[config.mk]
export PLATFORM = sky130hd
export DESIGN_NAME = flw_cfg_regs
export DESIGN_NICKNAME = d
export VERILOG_FILES = /design/src/flw_pkg.sv /design/src/flw_cfg_regs.sv
export SDC_FILE = /design/constraint.sdc
export NUM_CORES = 1
export LEC_CHECK = 0
export BUFFER_PORTS_ARGS = -buffer_cell sky130_fd_sc_hd__buf_2
export CAP_MARGIN = 30
export CORE_MARGIN = 2
export CORE_UTILIZATION = 50
export DETAILED_ROUTE_END_ITERATION = 6
export GPL_ROUTABILITY_DRIVEN = 0
export HOLD_SLACK_MARGIN = 0.15
export PLACE_DENSITY_LB_ADDON = 0.3
export SKIP_CTS_REPAIR_TIMING = 1
export SLEW_MARGIN = 15
export SYNTH_ARGS = -nofsm -noshare
export SYNTH_HDL_FRONTEND = slang
export SYNTH_SLANG_ARGS = --single-unit
[constraint.sdc]
create_clock -name clk -period 2.4 [get_ports clk]
set_clock_uncertainty 0.15 [all_clocks]
set_input_delay 0.24 -clock clk [delete_from_list [all_inputs] [get_ports clk]]
set_output_delay 0.24 -clock clk [all_outputs]
set_load 0.05 [all_outputs]
[src/flw_pkg.sv]
// ----------------------------------------------------------------------------
// flw_pkg
// Shared types, constants and the half-step pattern for the flow drive.
// ----------------------------------------------------------------------------
package flw_pkg;

	localparam int FLOW_WIDTH_DEF   = 16;
	localparam int SETPOINT_WIDTH   = 16;
	localparam int PERIOD_WIDTH     = 8;
	localparam int TIMEOUT_WIDTH    = 24;
	localparam int RUN_WIDTH        = TIMEOUT_WIDTH + 1;
	localparam int PHASE_WIDTH      = 3;
	localparam int COIL_WIDTH       = 4;
	localparam int CFG_INDEX_WIDTH  = 2;
	localparam int CFG_DATA_WIDTH   = TIMEOUT_WIDTH;

	localparam logic [SETPOINT_WIDTH-1:0] SETPOINT_RST = 16'd30;
	localparam logic [PERIOD_WIDTH-1:0]   PERIOD_RST   = 8'd10;
	localparam logic [TIMEOUT_WIDTH-1:0]  TIMEOUT_RST  = 24'd180000;

	typedef enum logic [CFG_INDEX_WIDTH-1:0] {
		REG_FLOW_SETPOINT = 2'd0,
		REG_STEP_PERIOD   = 2'd1,
		REG_RUN_TIMEOUT   = 2'd2
	} cfg_index_t;

	typedef enum logic [1:0] {
		MODE_HOLD     = 2'd0,
		MODE_DECREASE = 2'd1,
		MODE_INCREASE = 2'd2
	} mode_t;

	typedef struct packed {
		logic [SETPOINT_WIDTH-1:0] flow_setpoint;
		logic [PERIOD_WIDTH-1:0]   step_period;
		logic [TIMEOUT_WIDTH-1:0]  run_timeout;
	} cfg_t;

	typedef struct packed {
		logic [COIL_WIDTH-1:0] coil_pattern;
		logic [1:0]            drive_mode;
		logic                  timed_out;
	} result_t;

	function automatic logic [COIL_WIDTH-1:0] half_step(input logic [PHASE_WIDTH-1:0] ph);
		logic [COIL_WIDTH-1:0] pat;
		case (ph)
			3'd0:    pat = 4'h1;
			3'd1:    pat = 4'h3;
			3'd2:    pat = 4'h2;
			3'd3:    pat = 4'h6;
			3'd4:    pat = 4'h4;
			3'd5:    pat = 4'hC;
			3'd6:    pat = 4'h8;
			3'd7:    pat = 4'h9;
			default: pat = 4'h0;
		endcase
		return pat;
	endfunction

endpackage

[src/flw_cfg_regs.sv]
// ----------------------------------------------------------------------------
// flw_cfg_regs
// Setpoint, step period and run timeout registers.
// ----------------------------------------------------------------------------
module flw_cfg_regs
	import flw_pkg::*;
(
	input  logic                       clk,
	input  logic                       arst_n,
	input  logic                       wr_en,
	input  logic [CFG_INDEX_WIDTH-1:0] wr_index,
	input  logic [CFG_DATA_WIDTH-1:0]  wr_data,
	output cfg_t                       cfg
);
	cfg_t cfg_q;

	always_ff @(posedge clk or negedge arst_n) begin
		if (!arst_n) begin
			cfg_q.flow_setpoint <= SETPOINT_RST;
			cfg_q.step_period   <= PERIOD_RST;
			cfg_q.run_timeout   <= TIMEOUT_RST;
		end else if (wr_en) begin
			case (cfg_index_t'(wr_index))
				REG_FLOW_SETPOINT: cfg_q.flow_setpoint <= wr_data[SETPOINT_WIDTH-1:0];
				REG_STEP_PERIOD:   cfg_q.step_period   <= wr_data[PERIOD_WIDTH-1:0];
				REG_RUN_TIMEOUT:   cfg_q.run_timeout   <= wr_data[TIMEOUT_WIDTH-1:0];
				default: ;
			endcase
		end
	end

	assign cfg = cfg_q;
endmodule

==> flow_summary.toml, run 1 <==
[outcome]
status = "completed"

[logic_synthesis]
yosysTopAreaCellShare_pct = 45.1
ys_types = 7
syn_nets = 131
synth.top_cells.by_area = "dfrtp_1 (45%), mux2_2 (30%), dfstp_2 (22%)"
netlist_area_sq_mm = 0.00183
synth.avg_cell_area_sq_um = 18.0
ys_ff_latch = 48
synth_area_leader_cell = "dfrtp_1"
synth-async-reset-ratio_pct = 100
synth-edff-count = 0
synth.most_common_cell = "mux2_2"
yosys_warnings = 0
ys.flop_type = "dfrtp_1"
netlist_instances = 102
synth-seq-area-share_pct = 66.6
synth_common_cells = "mux2_2 (48), dfrtp_1 (33), dfstp_2 (15)"

[floorplanning]
rows = 21
die-area_sq_mm = 0.00416
coreArea_sq_mm = 0.00342
ioPinCount = 77
die_w_microns = 64.5
initial_core_util_pct = 53.6
die_h_microns = 64.5

[clock_tree]
worst_skew_pair.late_latency_ps = 350
clk_pin_slew_ps = 130
htree_num_levels = 2
clock_path_buffers = 2
numCtsBuffers = 5
cts_num_sinks = 48
ctsRootBufferMaster = "clkbuf_4"
cts_tree = "built"

[power_and_ir_drop]
ir_drop_uv = 685
p_per_area_mw_per_mm2 = 929
power.leakage_nw = 1.23

[sta]
rsz0062_at_grt = "false"
max_freq_mhz = 646
setup_tns_ps = 0
drv_slew = 0
hold_violations = 0
worstMarginPinSlew_ps = 641
relSlewSlack_pct = 57.1
layout_min_cycle_time_ps = 1550
setup_violations = 0
finalCritPeriodShare_pct = 64.5

[worst_setup_path]
cp_data_required_time_ps = 2010
max_stage_delay_ps = 560
crit_start = "cfg[36]"
endpoint_kind = "output port"
crit_path_start_kind = "register"
crit_chain = "buf_2"
cpLargestDelayFamily = "flip-flops"
critPathMaxFanout = 2
critPathBufInv = 1
arrival_ps = 1160
r2r_start = "cfg[0]"
path_class = "register to output port"
slowest_stage = "dfstp_2"

[placed_design]
numPortBuffers = 76
hpwlAfterDp_mm = 2.75

[finish]
ff_latch_area_sq_mm = 0.00122
drive_gt1_share_pct = 70.9
largest_reg_flops = 48
post-route-util_pct = 75.8
num-fill-cells = 232
area_delta_synth_final_pct = 41.3
multiInputGateArea_sq_um = 578
nNetsFinal = 241
n_antenna_cell = 0

[detailed_routing]
via_per_inst = 4.80
wl_per_cell_microns = 15.2
num_vias = 1242
drt-initial-drc-count = 20
antenna_left = 0
drt_pass1_iterations = 4
finalWirelength_mm = 3.93
drc_errors = 0

[global_routing]
grt_antenna_before_repair = 0
grt_max_degree = 47
grt_pass1_wl_mm = 5.91
grt_pass1_vias = 1241
grtUsageTotal_pct = 19.1
gr-total-overflow = 0

[job]
cap_viol_max_count = 0

[min_path]
min_path_type = "primary input to async pin"
==> placed cells by master (no fill, tap or decap) <==
cell           count
nor3b_4            1
buf_12             1
mux2_2            48
nand3b_1           1
clkbuf_4           5
clkbuf_1           2
buf_2             76
dfstp_2           15
dlygate4sd3_1     26
nand3b_2           1
buf_4              3
dfrtp_1           33
clkinv_2           1
==> final timing paths <==
path	end	slack [ps]	depth (start not counted)
setup / recovery	cfg[36]	850	1
hold / removal	cfg[34]	240	2
setup reg to reg	cfg[0]	1470	1
hold reg to reg	cfg[42]	370	1
max in group asynchronous	cfg[21]	1010	3
min in group clk	cfg[42]	370	1
==> cells by family (layout without fill, tap and decap cells) <==
kind of cell	Yosys count	after routing	share of synthesized area, %
AND/OR/NAND/NOR	3	3	2.05
flip-flops	48	48	66.6
multiplexers	48	48	29.5
buffers and inverters	3	114	1.84
==> stage by stage <==
stage / std cells / setup WS [ps] / hold WS, ps / power, mW / area [sq um]
after floorplan: 102 / 1060 / -206 / 1.80 / 1830
after global placement: 224 / 688 / 280 / 2.01 / 2260
after detailed placement: 224 / 652 / 298 / 2.04 / 2260
after CTS: 232 / 834 / -89.3 / 2.38 / 2310
after global routing: 259 / 793 / 229 / 2.51 / 2590
final: 259 / 853 / 236 / 2.40 / 2590
==> metal layers <==
metal	global-route usage (%)	vias up	routed length, microns
met1	21.9	609	1460
met5	0	-	0
li1	-	584	-
met3	5.56	6	230
met2	34.6	43	2200
met4	5.59	0	37
==> cell type report <==
cell class	count	area share [%]
Timing Repair Buffer	106	26.4
Clock buffer	7	1.74
Tap cell	46	2.22
Multi-Input combinational cell	51	22.3
Sequential cell	48	47.1
Clock inverter	1	0.193
==> power by group <==
group	total, mW	switching [mW]	internal (mW)	leakage [nW]
clock	0.348	0.234	0.115	0.0293
sequential	1.07	0.0750	0.995	0.548
combinational	0.986	0.710	0.276	0.649
Power figures use the tool's default switching activity.
==> inputs of run 2 (changes only) <==
CORE_UTILIZATION = 42   (was 50)
clock period = 1.3 ns   (was 2.4 ns; I/O delays follow)
==> run 2 against run 1 <==
Sequential power grew 88%. Critical path depth is the same. Sequential share of layout area shrank 3.2 points. Register-to-register slack lost 1100 ps. Via count grew 1.9%. Count of clock-buffer cells in the layout grew 1. Sequential cell count is the same. Non-clock buffer count shrank 1. Total power grew 100%. Worst setup slack lost 830 ps. Largest cell class unchanged. Global-route usage shrank 3.4 points.
==> flow_summary.toml, run 2 (synthesis results as in run 1) <==
[floorplanning]
rows = 24
initial_core_util_pct = 43.0
coreArea_sq_mm = 0.00426
die_h_microns = 70.0
ioPinCount = 77
die-area_sq_mm = 0.00491
die_w_microns = 70.0

[worst_setup_path]
max_stage_delay_ps = 560
cp.depth = 1
crit_path_start_kind = "register"
cp_data_required_time_ps = 1020
critPathBufInv = 1
slowest_stage = "dfstp_2"
arrival_ps = 1000
endpoint_kind = "output port"
endpoint = "cfg[36]"
path_class = "register to output port"
crit_chain = "buf_8"
cpLargestDelayFamily = "flip-flops"
rr_worst_depth = 1
r2r_start = "cfg[19]"
r2r_slack_ps = 370
crit_start = "cfg[36]"
regToRegEndpoint = "cfg[19]"
critPathMaxFanout = 2

[outcome]
status = "completed"

[sta]
worstMarginPinSlew_ps = 248
setup_tns_ps = 0
layout_min_cycle_time_ps = 1280
hold_violations = 0
rsz0062_at_grt = "true"
drv_slew = 0
max_freq_mhz = 782
worst_hold_slack_ps = 185
worst_slack_ps = 21.9
setup_violations = 0
relSlewSlack_pct = 83.4
finalCritPeriodShare_pct = 98.3

[job]
cap_viol_max_count = 0

[clock_tree]
ctsRootBufferMaster = "clkbuf_8"
htree_num_levels = 2
clock_path_buffers = 2
numCtsBuffers = 5
clk_pin_slew_ps = 80
cts_tree = "built"
cts_num_sinks = 48
worst_skew_pair.late_latency_ps = 290

[global_routing]
gr-total-overflow = 0
grt_max_degree = 49
grt_antenna_before_repair = 0
grt_pass1_wl_mm = 5.97
grt_pass1_vias = 1284
grtUsageTotal_pct = 15.7

[power_and_ir_drop]
switching_power_mw = 1.91
ir_drop_uv = 858
p_clk_share_pct = 18.2
p_total_mw = 4.84
power_frac_comb_pct = 40.3
p_int_mw = 2.92
p_seq_share_pct = 41.5
switching_share_pct = 39.6
power.leakage_nw = 1.29
p_per_area_mw_per_mm2 = 1740

[placed_design]
placed_cells = 231
post-place-ws_ps = -18.1
post_dp_cell_area_sq_mm = 0.00232
numPortBuffers = 76

[detailed_routing]
drt_pass1_iterations = 3
wl_per_cell_microns = 15.0
drt-initial-drc-count = 40
num_vias = 1265
finalWirelength_mm = 3.95
via_per_inst = 4.79
drc_errors = 0
antenna_left = 0

[finish]
area_delta_synth_final_pct = 51.6
largest_reg_flops = 48
final_common_cell = "buf_2"
final_cell_area_sq_mm = 0.00278
layout_common_cells = "buf_2 (61), mux2_2 (48), dfrtp_1 (33)"
drive_gt1_share_pct = 71.2
num-fill-cells = 335
stdcell_count = 264
n_antenna_cell = 0
post-route-util_pct = 65.1
nNetsFinal = 240

[min_path]
min_path_type = "primary input to async pin"
[run 2: worst min path at each step]
stage	slack, ps	end	cells after the start
2_1_floorplan	-320	cfg[0]	0
4_1_cts	-340	cfg[16]	2
3_5_place_dp	-20	cfg[16]	2
3_3_place_gp	-30	cfg[16]	2
6_report	180	cfg[45]	3
5_1_grt	200	cfg[16]	3
[run 2: area by class of cell]
cell class,instances,area [sq um],area share [%]
multi-input combinational,51,578,20.8
clock buffer,8,90.1,3.24
timing repair buffer,105,823,29.7
tap,52,65.1,2.34
sequential,48,1220,43.9
[run 2: power groups by stage]
stage	Clock, mW	Combinational, mW	Sequential, mW
2_1_floorplan	0	0.291	3.03
3_3_place_gp	0	1.74	1.98
5_1_grt	0.973	2.03	2.05
3_5_place_dp	0	1.77	2.01
6_report	0.878	1.95	2.01
4_1_cts	0.908	1.78	1.98
[run 2: layer usage]
metal | vias up | track usage, % | share of wire [%]
met1 | 626 | 17.8 | 38
met5 | - | 0 | 0
met2 | 50 | 26.6 | 54
met3 | 9 | 4.47 | 6.9
met4 | 0 | 8.76 | 1.5
li1 | 580 | - | -
