$ cat src/flw_pkg.sv
// ----------------------------------------------------------------------------
// flw_pkg
// Shared types, constants and the half-step pattern for the flow drive.
// ----------------------------------------------------------------------------
package flw_pkg;

	localparam int FLOW_WIDTH_DEF   = 16;
	localparam int SETPOINT_WIDTH   = 16;
	localparam int PERIOD_WIDTH     = 8;
	localparam int TIMEOUT_WIDTH    = 24;
	localparam int RUN_WIDTH        = TIMEOUT_WIDTH + 1;
	localparam int PHASE_WIDTH      = 3;
	localparam int COIL_WIDTH       = 4;
	localparam int CFG_INDEX_WIDTH  = 2;
	localparam int CFG_DATA_WIDTH   = TIMEOUT_WIDTH;

	localparam logic [SETPOINT_WIDTH-1:0] SETPOINT_RST = 16'd30;
	localparam logic [PERIOD_WIDTH-1:0]   PERIOD_RST   = 8'd10;
	localparam logic [TIMEOUT_WIDTH-1:0]  TIMEOUT_RST  = 24'd180000;

	typedef enum logic [CFG_INDEX_WIDTH-1:0] {
		REG_FLOW_SETPOINT = 2'd0,
		REG_STEP_PERIOD   = 2'd1,
		REG_RUN_TIMEOUT   = 2'd2
	} cfg_index_t;

	typedef enum logic [1:0] {
		MODE_HOLD     = 2'd0,
		MODE_DECREASE = 2'd1,
		MODE_INCREASE = 2'd2
	} mode_t;

	typedef struct packed {
		logic [SETPOINT_WIDTH-1:0] flow_setpoint;
		logic [PERIOD_WIDTH-1:0]   step_period;
		logic [TIMEOUT_WIDTH-1:0]  run_timeout;
	} cfg_t;

	typedef struct packed {
		logic [COIL_WIDTH-1:0] coil_pattern;
		logic [1:0]            drive_mode;
		logic                  timed_out;
	} result_t;

	function automatic logic [COIL_WIDTH-1:0] half_step(input logic [PHASE_WIDTH-1:0] ph);
		logic [COIL_WIDTH-1:0] pat;
		case (ph)
			3'd0:    pat = 4'h1;
			3'd1:    pat = 4'h3;
			3'd2:    pat = 4'h2;
			3'd3:    pat = 4'h6;
			3'd4:    pat = 4'h4;
			3'd5:    pat = 4'hC;
			3'd6:    pat = 4'h8;
			3'd7:    pat = 4'h9;
			default: pat = 4'h0;
		endcase
		return pat;
	endfunction

endpackage

$ cat src/flw_ctrl.sv
// ----------------------------------------------------------------------------
// flw_ctrl
// Deadband mode decision, run timeout, phase divider and coil lookup.
// ----------------------------------------------------------------------------
module flw_ctrl
	import flw_pkg::*;
#(
	parameter int FLOW_WIDTH = FLOW_WIDTH_DEF
)(
	input  logic                  clk,
	input  logic                  arst_n,
	input  logic                  step,
	input  logic [FLOW_WIDTH-1:0] flow_value,
	input  cfg_t                  cfg,
	output result_t               result
);
	logic [PHASE_WIDTH-1:0]  phase_q;
	logic [PERIOD_WIDTH-1:0] div_q;
	mode_t                   last_mode_q;
	logic [RUN_WIDTH-1:0]    run_q;

	logic [FLOW_WIDTH-1:0] set_w;
	logic [FLOW_WIDTH:0]   flow_ext;
	logic [FLOW_WIDTH:0]   set_ext;
	mode_t                 mode;
	logic [RUN_WIDTH-1:0]  run_base;
	logic [RUN_WIDTH-1:0]  run_sat;
	logic [RUN_WIDTH-1:0]  timeout_ext;
	logic                  tout;
	logic                  adv;
	logic [COIL_WIDTH-1:0] coils;

	always_comb begin
		set_w    = FLOW_WIDTH'(cfg.flow_setpoint);
		flow_ext = {1'b0, flow_value};
		set_ext  = {1'b0, set_w};
		if ((flow_ext + 1'b1) < set_ext)
			mode = MODE_INCREASE;
		else if (flow_ext > (set_ext + 1'b1))
			mode = MODE_DECREASE;
		else
			mode = MODE_HOLD;

		timeout_ext = {1'b0, cfg.run_timeout};
		run_base    = (mode != last_mode_q) ? '0 : run_q;
		tout        = run_base > timeout_ext;
		run_sat     = tout ? timeout_ext : run_base;

		case (mode)
			MODE_DECREASE: coils = half_step(phase_q);
			MODE_INCREASE: coils = half_step(~phase_q);
			default:       coils = '0;
		endcase
		if (tout)
			coils = '0;

		adv = div_q >= cfg.step_period;

		result.coil_pattern = coils;
		result.drive_mode   = mode;
		result.timed_out    = tout;
	end

	always_ff @(posedge clk or negedge arst_n) begin
		if (!arst_n) begin
			phase_q     <= '0;
			div_q       <= '0;
			last_mode_q <= MODE_HOLD;
			run_q       <= '0;
		end else if (step) begin
			phase_q     <= adv ? phase_q + 1'b1 : phase_q;
			div_q       <= adv ? PERIOD_WIDTH'(1) : div_q + 1'b1;
			last_mode_q <= mode;
			run_q       <= run_sat + 1'b1;
		end
	end
endmodule

$ cat config.mk
export PLATFORM = sky130hd
export DESIGN_NAME = flw_ctrl
export DESIGN_NICKNAME = d
export VERILOG_FILES = /design/src/flw_pkg.sv /design/src/flw_ctrl.sv
export SDC_FILE = /design/constraint.sdc
export NUM_CORES = 1
export LEC_CHECK = 0
export ABC_CLOCK_PERIOD_IN_PS = 12130
export BUFFER_PORTS_ARGS = -buffer_cell sky130_fd_sc_hd__buf_2
export CORE_UTILIZATION = 60
export DETAILED_ROUTE_END_ITERATION = 12
export PLACE_DENSITY = 0.91
export SLEW_MARGIN = 10
export SYNTH_ARGS = -nofsm -noshare
export SYNTH_HDL_FRONTEND = slang
export SYNTH_SLANG_ARGS = --single-unit
$ cat constraint.sdc
create_clock -name clk -period 12.13 [get_ports clk]
set_clock_uncertainty 0.15 [all_clocks]
set_input_delay 1.213 -clock clk [delete_from_list [all_inputs] [get_ports clk]]
set_output_delay 1.213 -clock clk [all_outputs]
set_load 0.01 [all_outputs]
==> results by group, run 1 <==
Run status
  • Status: finished, final reports clean

Critical path
  • Slowest-stage cell, CP: or4_1
  • RR Startpoint: last_mode_q[0]$_DFFE_PN0P_
  • Crit path launch type: primary input
  • Crit. End Element: flop
  • Max FO, Critical Path: 33
  • CP arrival: approximately 9.4 ns
  • Kind of critical path: in2reg
  • Critical path required time: roughly 12 ns
  • Setup crit start: cfg[34]
  • CP peak stage delay: 0.66 ns

STA
  • Relative slew slack: 0.3116
  • RSZ-0062 raised after global routing: false
  • Final hold viol count: 0
  • Peak Freq: 0.1071 GHz
  • Fin crit share: 0.7700
  • Setup TNS: 0 ns
  • Worst Max-Slew Pin Slew: between 1 and 1.5 ns
  • Setup-failing EPs final: 0
  • Max-slew violations: 0
  • Tmin final: 9.341 ns

Detailed routing
  • Total wire length: between 15000 and 20000 um
  • Avg WL per Cell: 17.76 um
  • Drt drc: 0
  • Initial DRC Count: 535
  • Via/cell ratio: between 6 and 7
  • DRT Pass-1 Iters: 5
  • Vias: approximately 5500
  • Post-route ant nets: 0

Job
  • MaxCap Viol Count: 0

Min path
  • HP Start: run_q[23]$_DFFE_PN0P_
  • Hold/Removal Path Class: reg2reg

Cells and area
  • Share of cells above drive strength 1: 0.1500
  • Synth-to-layout area growth: 9.218%
  • Count of nets after finishing: between 800 and 900
  • Utilization after layout: 0.6898
  • # fillers: a little under 700
  • Inserted Diodes: 0

Clocking
  • Skew-Pair Late Insertion Delay: between 0.2 and 0.3 ns
  • # resized after CTS: 0
  • CTS tree: done
  • Sink Count: 38
  • Hold_buf cts: 0
  • Clk slew on worst S/H paths: approximately 0.07 ns
  • CTS Buf Count: 5
  • H-tree depth: 2
  • Clk buf depth: 2
  • Setup bufs post-CTS: 0
  • Root Driver: clkbuf_8

Pwr
  • Max VDD drop: about 0.073 mV
  • LEAKAGE: ~2.8 nW
  • Pwr/cell area: between 80 and 90 mW/mm2

Yosys
  • Cell Area, Synth: approximately 0.0053 mm2
  • Ys Warns: 0
  • Area contributors post-synth: dfrtp_1 18%, ha_1 17%, xnor2_1 6.1%
  • Post-synth cell types: 76
  • Post-synth EDFFs: 0
  • Synth Register Bits: 38
  • Mean Syn Cell Area: just under 8 um2
  • Synth Net Count: 821
  • Sequential area share after synthesis: 0.1796
  • Largest area contributor in the netlist: dfrtp_1
  • Post-synth ARST share: 1.000
  • Prevailing post-synth register cell: dfrtp_1
  • Post-synth top area share: 0.1796
  • Post-synthesis instance total: roughly 680

Placement
  • DP HPWL: about 11000 um
  • Routability cong.: roughly 1.0
  • IO Port Bufs: 73

Die
  • Core area: 0.008382 mm2
  • Initial core utilization: 0.6316
  • Die Height: approximately 96 um
  • Row count: 33
  • Die Area: between 0.009 and 0.01 mm2
  • IO Pins: 74
  • Die Wd: 95.93 um

Global routing
  • Vias in the first global route: approximately 5300
  • Total congestion overflow: 0
  • Initial antenna violation count: 0
  • Total GRT Usage: 0.3385
  • Global-route wire length before repair: 24500 um
  • Largest net degree at the start of global routing: 45
[power breakdown]
part	leakage, nW	internal (mW)	switching (mW)	total (mW)
sequential	0.503	0.145	0.0221	0.167
combinational	2.27	0.0874	0.128	0.215
clock	0.0472	0.0458	0.0486	0.0943
[metal layers]
layer | vias to the layer above | GRT usage | wire [um]
met4 | 0 | 0.1368 | 408
met5 | - | 0 | 0
met3 | 50 | 0.03949 | 1260
met2 | 330 | 0.5804 | 7099
met1 | 2566 | 0.4319 | 6240
li1 | 2589 | - | -
[critical path: cells and delay by family]
kind / cells / cell delay (ns)
buffers and inverters: 3 / 0.81
AND/OR/NAND/NOR: 14 / 4.06
AO/OA/AOI/OAI: 9 / 2.29
XOR/XNOR: 1 / 0.15
adder cells (fa/ha/maj): 3 / 0.87
[flip-flops by register name, indices dropped and copies added, names as in the netlist]
| register | count |
|---|---|
| phase_q | 3 |
| div_q | 8 |
| run_q | 25 |
| last_mode_q | 2 |
[path summary, 6_finish.rpt]
kind                                         end  slack (ns)  cells after the start
min                        run_q[23]$_DFFE_PN0P_        0.37                      1
min reg2reg                run_q[23]$_DFFE_PN0P_        0.37                      1
min in group asynchronous  run_q[16]$_DFFE_PN0P_        0.88                      1
max reg2reg                run_q[18]$_DFFE_PN0P_        5.44                     20
max                        run_q[18]$_DFFE_PN0P_        2.79                     30
max in group asynchronous   div_q[3]$_DFFE_PN0P_       10.39                      1
[final cells by class]
type                    count  area [um2]  area share
clock inverters             2       12.51    0.002164
multi-input cells         549        3956      0.6843
inverters                  70       267.8     0.04631
flip-flops and latches     38       950.9      0.1645
well taps                 105       131.4     0.02272
repair buffers             75       380.4     0.06579
clock buffers               6       82.58     0.01428
[synth_stat cells (3+ instances only)]
master      n
ha_1       73
inv_1      68
nand2_1    59
nor2_1     50
o21ai_0    41
dfrtp_1    38
xnor2_1    37
a21oi_1    35
nand3_1    30
and2_1     24
nand4_1    22
clkbuf_1   17
nor3_1     15
mux2i_1    14
and3_1     12
a21o_1     10
mux2_2     10
xor2_1     10
nor4_1      8
o211ai_1    7
a211oi_1    6
o2bb2ai_1   6
and4_1      5
or4_1       5
a22oi_1     4
a32o_1      4
o31ai_1     4
a211o_1     3
a31oi_1     3
a32oi_1     3
buf_6       3
nor2b_1     3
[cells in the final DEF, fill, tap and decap left out, types with 7 or more instances in the layout]
cell type,synthesis,layout
ha_1,73,73
buf_2,2,73
inv_1,68,68
nand2_1,59,59
nor2_1,50,50
o21ai_0,41,41
dfrtp_1,38,38
xnor2_1,37,37
a21oi_1,35,35
nand3_1,30,30
and2_1,24,24
nand4_1,22,22
nor3_1,15,15
mux2i_1,14,14
and3_1,12,12
a21o_1,10,10
xor2_1,10,10
mux2_2,10,10
nor4_1,8,8
o211ai_1,7,7
[per-stage QoR]
step | cells | cell area [um2] | worst slack, ns | hold WS, ns | total power [mW]
2_1_floorplan | 681 | 5294 | 3.893 | 0.3131 | 0.3082
3_3_place_gp | 837 | 5687 | 3.085 | 0.3402 | 0.3668
3_5_place_dp | 837 | 5687 | 2.800 | 0.3525 | 0.3785
4_1_cts | 845 | 5782 | 3.052 | 0.3690 | 0.4730
5_1_grt | 845 | 5782 | 2.193 | 0.3752 | 0.5104
6_report | 845 | 5782 | 2.789 | 0.3698 | 0.4764
[kinds of logic (layout without fill, tap and decap cells)]
group,count (synthesis),count (layout),synth area share
compound gates,160,160,0.2092
xor+xnor,47,47,0.07776
fa+ha+maj,73,73,0.1725
buf+inv,94,153,0.07303
flops,38,38,0.1796
mux,25,25,0.05058
simple gates,244,244,0.2373
No activity file was read; power rests on OpenSTA's default activity.
==> run 2: changes to the inputs <==
Settings changed: ABC_AREA set to 1, ABC_CLOCK_PERIOD_IN_PS 12130 to 9500, PLACE_DENSITY 0.91 to 0.9.
Clock period 12.13 ns to 9.5 ns, I/O delays scaled along.
==> run 2 against run 1 <==
Register-to-register slack worse by 0.79 ns. Critical path depth is 11 higher. Critical endpoint is now result[6]. Worst setup slack worse by 1.1 ns. Clock power is 85% higher. Cell count is 25% higher. First-iteration DRC count is 15% lower. Sequential share of layout area is 0.96 points lower. Global-route usage is 2.9 points lower.
==> results by group, run 2 <==
STA
  • Tmin final: just under 8 ns
  • Relative slew slack: 0.3926 (+0.08101)
  • Peak Freq: 0.1283 GHz
  • RSZ-0062 raised after global routing: false
  • Worst Max-Slew Pin Slew: 0.9111 ns (-0.1215 ns)
  • Max-slew violations: 0 (unchanged)
  • Setup-failing EPs final: 0 (unchanged)
  • Fin crit share: 0.8204
  • Setup TNS: 0 ns (unchanged)
  • Final hold viol count: 0 (unchanged)

Min path
  • HP Start: run_q[21]$_DFFE_PN0P_
  • Hold EP: run_q[21]$_DFFE_PN0P_
  • Hold path cells: 2 (+1)
  • Hold/Removal Path Class: reg2reg

Yosys
  • Prevailing post-synth register cell: dfrtp_1
  • Mean Syn Cell Area: 6.324 um2 (-19%)
  • Area contributors post-synth: dfrtp_1 17%, ha_1 16%, nand2_1 16%
  • Cell Area, Synth: 0.005609 mm2 (+6.0%)
  • Post-synthesis instance total: 887 (+30%)
  • Post-synth top area share: 0.1695 (-0.01010)
  • Post-synth cell types: 42 (-45%)
  • Post-synth EDFFs: 0 (unchanged)
  • Post-synth ARST share: 1.000 (unchanged)
  • Sequential area share after synthesis: 0.1695 (-0.01010)
  • Synth Register Bits: 38 (unchanged)
  • Synth Net Count: 1027 (+25%)
  • Ys Warns: 0 (unchanged)
  • Largest area contributor in the netlist: dfrtp_1
  • Most frequent cell after synthesis: nand2_1
  • Post-synth top cells: 240 x nand2_1, 135 x inv_1, 85 x nor2_1

Detailed routing
  • Avg WL per Cell: 13.50 um (-24%)
  • Via/cell ratio: 5.545 (-15%)
  • Vias: 5872 (+6.1%)
  • Drt drc: 0 (unchanged)
  • Initial DRC Count: 456 (-15%)
  • DRT Pass-1 Iters: 7 (+2)
  • Post-route ant nets: 0 (unchanged)
  • Total wire length: 14300 um (-4.7%)

Job
  • MaxCap Viol Count: 0 (unchanged)

Cells and area
  • Synth-to-layout area growth: 9.458%
  • Count of nets after finishing: 1090 (+24%)
  • Max reg flops: 25 (unchanged)
  • Top reg by flops: run_q
  • Most frequent cells in the layout: 240 x nand2_1, 135 x inv_1, 85 x nor2_1
  • FF+latch area: 950.9 um2 (unchanged)
  • Inserted Diodes: 0 (unchanged)
  • Commonest non-fill, non-tap cell in the layout: nand2_1
  • # fillers: 823 (+20%)
  • Share of cells above drive strength 1: 0.1630 (+0.01299)
  • Utilization after layout: 0.6905 (+0.0007390)
  • Largest registers: run_q x25, div_q x8, phase_q x3
  • Multi-input gate area: 0.004000 mm2 (+1.1%)

Critical path
  • Crit. End Element: output port
  • R2R depth: 30 (+50%)
  • Crit path launch type: primary input
  • R2R setup slack: 4.65 ns (-0.79 ns)
  • Critical path required time: 8.40 ns (-3.81 ns)
  • RR Startpoint: last_mode_q[0]$_DFFE_PN0P_
  • Kind of critical path: in2out
  • CP arrival: 6.69 ns (-2.73 ns)
  • CP peak stage delay: 0.36 ns (-0.30 ns)
  • Critical R2R Capture: run_q[20]$_DFFE_PN0P_
  • Max FO, Critical Path: 44 (+33%)
  • Slowest-stage cell, CP: nor2_1
  • Most frequent CP cell: nand2_1

Placement
  • IO Port Bufs: 73 (unchanged)
  • Routability cong.: 0.9557 (-4.2%)
  • DP HPWL: 11470 um (-0.18%)

Clocking
  • # resized after CTS: 0 (unchanged)
  • Clk buf depth: 2 (unchanged)
  • Clk slew on worst S/H paths: 0.08 ns (about the same)
  • H-tree depth: 2 (unchanged)
  • CTS tree: done
  • Hold_buf cts: 0 (unchanged)
  • Root Driver: clkbuf_8
  • Setup bufs post-CTS: 0 (unchanged)
  • Sink Count: 38 (unchanged)
  • CTS Buf Count: 5 (unchanged)
  • Skew-Pair Late Insertion Delay: 0.31 ns (+0.02 ns)

Global routing
  • Vias in the first global route: 5483 (+3.2%)
  • Largest net degree at the start of global routing: 45 (unchanged)
  • Global-route wire length before repair: 24540 um (+0.17%)
  • Total congestion overflow: 0 (unchanged)
  • Initial antenna violation count: 0 (unchanged)
  • Total GRT Usage: 0.3091 (-0.02933)

Pwr
  • Clock Power Share: 0.194 (-0.004)
  • Max VDD drop: 0.1162 mV (+60%)
  • Internal Power: 0.4823 mW (+73%)
  • Comb pwr share: 0.529 (+0.077)
  • Net Sw Power: 0.4154 mW (+110%)
  • Flop pwr share: 0.277 (-0.073)
  • Sw Share: 0.4628 (+0.04624)
  • LEAKAGE: 3.395 nW (+20%)
  • Pwr/cell area: 146.2 mW/mm2 (+77%)

Die
  • Initial core utilization: 0.6309 (-0.0007114)
  • Die Height: 98.69 um (+2.9%)
  • Core area: 0.008891 mm2 (+6.1%)
  • Row count: 34 (+3.0%)
  • Die Wd: 98.69 um (+2.9%)
  • IO Pins: 74 (unchanged)
  • Die Area: 0.009739 mm2 (+5.8%)

Run status
  • Status: finished, final reports clean
run 2: cell types whose count changed after synthesis, moves of 11 or more:
cell     before  now
nor2_1       50   85
nand2_1      59  240
nand2_2       0   14
xor2_1       10   23
xnor2_1      37    5
and2_1       24    0
nand3_1      30   78
nor2_2        0   23
o21ai_0      41   25
o21ai_1       1   12
and3_1       12    0
mux2i_1      14    0
inv_1        68  135
run 2: metal layers:
layer  track usage  vias to the layer above  routed length (um)
li1              -                     2969                   -
met1        0.4114                     2658                6338
met2        0.5287                      212                6734
met3       0.03830                       33                 906
met4       0.08726                        0                 318
met5             0                        -                   0
run 2: power by group through the flow:
stage | logic [mW] | registers, mW | clock network (mW)
final | 0.475 | 0.248 | 0.174
after global placement | 0.458 | 0.251 | 0
after CTS | 0.472 | 0.247 | 0.173
after global routing | 0.543 | 0.255 | 0.178
after floorplan | 0.356 | 0.239 | 0
after detailed placement | 0.468 | 0.249 | 0
run 2: cell type report:
| cell class | count | share of cell area |
|---|---|---|
| clock inverter | 3 | 0.01121 |
| clock buffer | 5 | 0.01121 |
| sequential | 38 | 0.1549 |
| tap | 108 | 0.02201 |
| multi-input combinational | 687 | 0.6515 |
| timing repair buffer | 74 | 0.06073 |
| inverter | 144 | 0.08845 |
run 2: how the worst max path moves through the flow:
stage | startpoint | endpoint | slack (ns) | depth (start not counted)
6_report | cfg[32] | result[6] | 1.71 | 41
5_1_grt | cfg[32] | result[4] | 1.20 | 43
4_1_cts | cfg[32] | result[6] | 1.81 | 43
3_5_place_dp | cfg[32] | run_q[12]$_DFFE_PN0P_ | 1.79 | 50
3_3_place_gp | cfg[32] | run_q[12]$_DFFE_PN0P_ | 2.00 | 50
2_1_floorplan | cfg[32] | run_q[20]$_DFFE_PN0P_ | 3.25 | 47
run 2: metrics by stage:
step	cell area, um2	worst slack [ns]	total power, mW	hold slack (ns)	instances
after floorplan	5609	3.250	0.5949	0.2991	887
after global placement	6002	2.003	0.7086	0.3214	1051
after detailed placement	6002	1.793	0.7174	0.3181	1051
after CTS	6140	1.812	0.8916	0.3432	1059
after global routing	6140	1.203	0.9761	0.3750	1059
final	6140	1.706	0.8977	0.3430	1059
run 2: cells by family after synthesis:
| kind of cell | synth area share |
|---|---|
| flops | 0.1695 |
| buf+inv | 0.1173 |
| simple gates | 0.4160 |
| xor+xnor | 0.04372 |
| compound gates | 0.09057 |
| fa+ha+maj | 0.1628 |
run 2: worst max-delay path, delay by kind of cell:
kind                       cells  cell delay, ns
xor gates and xnor gates       1            0.08
adders and majority gates      2            0.62
buffers and inverters          6            0.75
and+or+nand+nor               32            4.21
==> run 3: changes to the inputs <==
Settings changed: ABC_CLOCK_PERIOD_IN_PS 9500 to 7300.
Clock period 9.5 ns to 7.3 ns, I/O delays scaled along.
==> run 3 against run 2 <==
Combinational power rose by 36%. Via count fell by 0.24%. Sequential power rose by 29%. First-iteration DRC count fell by 20%. Cell count rose by 0.76%. Global-route usage fell by 1.6 points. Utilization rose by 0.76 points. Worst setup slack got worse by 1.0 ns. Non-clock buffer count rose by 7. Clock power fell by 11%. Critical path depth rose by 7. Die area did not move.
==> results by group, run 3 (synthesized netlist as in run 2, its figures left out) <==
Die
  • Die Wd: 98.69 um (unchanged)
  • Initial core utilization: 0.6309 (unchanged)
  • Core area: 0.008891 mm2 (unchanged)
  • IO Pins: 74 (unchanged)
  • Die Area: 0.009739 mm2 (unchanged)
  • Die Height: 98.69 um (unchanged)
  • Row count: 34 (unchanged)

Critical path
  • RR Startpoint: last_mode_q[0]$_DFFE_PN0P_
  • Most frequent CP cell: nand2_1
  • CP arrival: 6.61 ns (-0.08 ns)
  • Crit. End Element: flop
  • Crit path launch type: primary input
  • R2R depth: 29 (-3.3%)
  • Slowest-stage cell, CP: ha_1
  • Setup crit start: cfg[32]
  • Critical R2R Capture: run_q[12]$_DFFE_PN0P_
  • R2R setup slack: 3.14 ns (-1.51 ns)
  • Kind of critical path: in2reg
  • Critical path required time: 7.30 ns (-1.10 ns)
  • CP peak stage delay: 0.33 ns (-0.03 ns)
  • Max FO, Critical Path: 29 (-34%)

Detailed routing
  • Post-route ant nets: 0 (unchanged)
  • Avg WL per Cell: 13.01 um (-3.7%)
  • Drt drc: 0 (unchanged)
  • Via/cell ratio: 5.490 (-0.99%)
  • Vias: 5858 (-0.24%)
  • Initial DRC Count: 365 (-20%)
  • DRT Pass-1 Iters: 5 (-2)
  • Total wire length: 13880 um (-2.9%)

STA
  • Fin crit share: 0.9062
  • Max-slew violations: 0 (unchanged)
  • Setup TNS: 0 ns (unchanged)
  • Relative slew slack: 0.4144 (+0.02177)
  • Tmin final: between 6 and 7 ns
  • RSZ-0062 raised after global routing: false
  • Peak Freq: around 0.15 GHz
  • Setup-failing EPs final: 0 (unchanged)
  • Final hold viol count: 0 (unchanged)
  • Worst Max-Slew Pin Slew: 0.8784 ns (-0.03266 ns)

Cells and area
  • # fillers: 820 (-0.36%)
  • Share of cells above drive strength 1: 0.1752 (+0.01220)
  • Count of nets after finishing: 1098 (+0.73%)
  • Commonest non-fill, non-tap cell in the layout: nand2_1
  • Multi-input gate area: 0.004045 mm2 (+1.1%)
  • Synth-to-layout area growth: 10.66%
  • Inserted Diodes: 0 (unchanged)
  • Largest registers: run_q x25, div_q x8, phase_q x3
  • Utilization after layout: 0.6981 (+0.007599)
  • Top reg by flops: run_q
  • FF+latch area: 950.9 um2 (unchanged)
  • Max reg flops: 25 (unchanged)
  • Most frequent cells in the layout: 239 x nand2_1, 135 x inv_1, 83 x nor2_1

Min path
  • Hold/Removal Path Class: reg2reg
  • Hold path cells: 2 (unchanged)
  • HP Start: run_q[21]$_DFFE_PN0P_
  • Hold EP: run_q[21]$_DFFE_PN0P_

Clocking
  • CTS tree: done
  • H-tree depth: 2 (unchanged)
  • Clk buf depth: 2 (unchanged)
  • CTS Buf Count: 5 (unchanged)
  • Sink Count: 38 (unchanged)
  • Root Driver: clkbuf_8
  • Clk slew on worst S/H paths: 0.08 ns (about the same)
  • Skew-Pair Late Insertion Delay: 0.29 ns (-0.02 ns)

Pwr
  • Max VDD drop: 0.1897 mV (+63%)
  • Pwr/cell area: 179.9 mW/mm2 (+23%)
  • LEAKAGE: 3.424 nW (+0.85%)

Global routing
  • Largest net degree at the start of global routing: 41 (-8.9%)
  • Total GRT Usage: 0.2934 (-0.01575)
  • Global-route wire length before repair: 23580 um (-3.9%)
  • Total congestion overflow: 0 (unchanged)
  • Initial antenna violation count: 0 (unchanged)
  • Vias in the first global route: 5508 (+0.46%)

Placement
  • Routability cong.: 0.9446 (-1.2%)
  • IO Port Bufs: 73 (unchanged)
  • DP HPWL: 11390 um (-0.70%)

Run status
  • Status: finished, final reports clean

Job
  • MaxCap Viol Count: 0 (unchanged)
==> run 3: cell types whose count changed in the layout (fill, tap and decap cells not counted), moves of 2 or more <==
cell / change
nor2_2: +2
bufinv_16: -2
buf_4: +6
nor2_1: -2
==> run 3: area by class of cell <==
cell class              instances  share of cell area
multi-input cells             688              0.6517
flip-flops and latches         38              0.1532
inverters                     144             0.08748
repair buffers                 81             0.07055
well taps                     108             0.02177
clock buffers                   6             0.01330
clock inverters                 2            0.002016
==> run 3: metrics by stage <==
| step | setup WS [ns] | total power [mW] | instance area (um2) | hold WS, ns | std cells |
|---|---|---|---|---|---|
| after global placement | 0.4284 | 0.9228 | 6017 | 0.3147 | 1053 |
| after floorplan | 1.270 | 0.7742 | 5609 | 0.2844 | 887 |
| final | 0.6844 | 1.117 | 6207 | 0.3317 | 1067 |
| after CTS | 0.4811 | 1.090 | 6112 | 0.3360 | 1061 |
| after detailed placement | 0.2011 | 0.9354 | 6017 | 0.3148 | 1053 |
| after global routing | 0.06681 | 1.221 | 6207 | 0.3603 | 1067 |
==> run 3: where the power goes <==
group	switching (mW)	leakage [nW]	internal (mW)	total, mW
clock network	0.0776	0.0472	0.0760	0.154
registers	0.0476	0.490	0.272	0.320
logic	0.408	2.89	0.235	0.644
total	0.533	3.42	0.583	1.12
==> run 3: worst max-delay path by stage <==
stage / to / slack, ns / cells past startpoint
floorplan: run_q[20]$_DFFE_PN0P_ / 1.27 / 47
global placement: run_q[22]$_DFFE_PN0P_ / 0.43 / 50
detailed placement: run_q[12]$_DFFE_PN0P_ / 0.20 / 50
CTS: run_q[12]$_DFFE_PN0P_ / 0.48 / 50
global route: run_q[22]$_DFFE_PN0P_ / 0.07 / 48
finish: run_q[12]$_DFFE_PN0P_ / 0.68 / 48
==> run 3: repair_timing <==
action	in CTS	in global routing
setup endpoints to repair	0	20
hold buffers	0	0
endpoints found under the hold margin	0	0
buffers inserted	0	5
gates resized for setup	0	10
==> run 3: metal layers <==
metal	GRT usage	wire, um
met1	0.3802	6191
met2	0.5125	6479
met3	0.03759	865
met4	0.08496	342
met5	0	0
==> run 3: critical path, delay by kind of cell <==
| kind | cells | cell delay [ns] |
|---|---|---|
| and+or+nand+nor | 34 | 3.86 |
| adders and majority gates | 3 | 0.79 |
| buffers and inverters | 6 | 0.59 |
| AOI/OAI and AO/OA | 4 | 0.52 |
| xor gates and xnor gates | 1 | 0.09 |
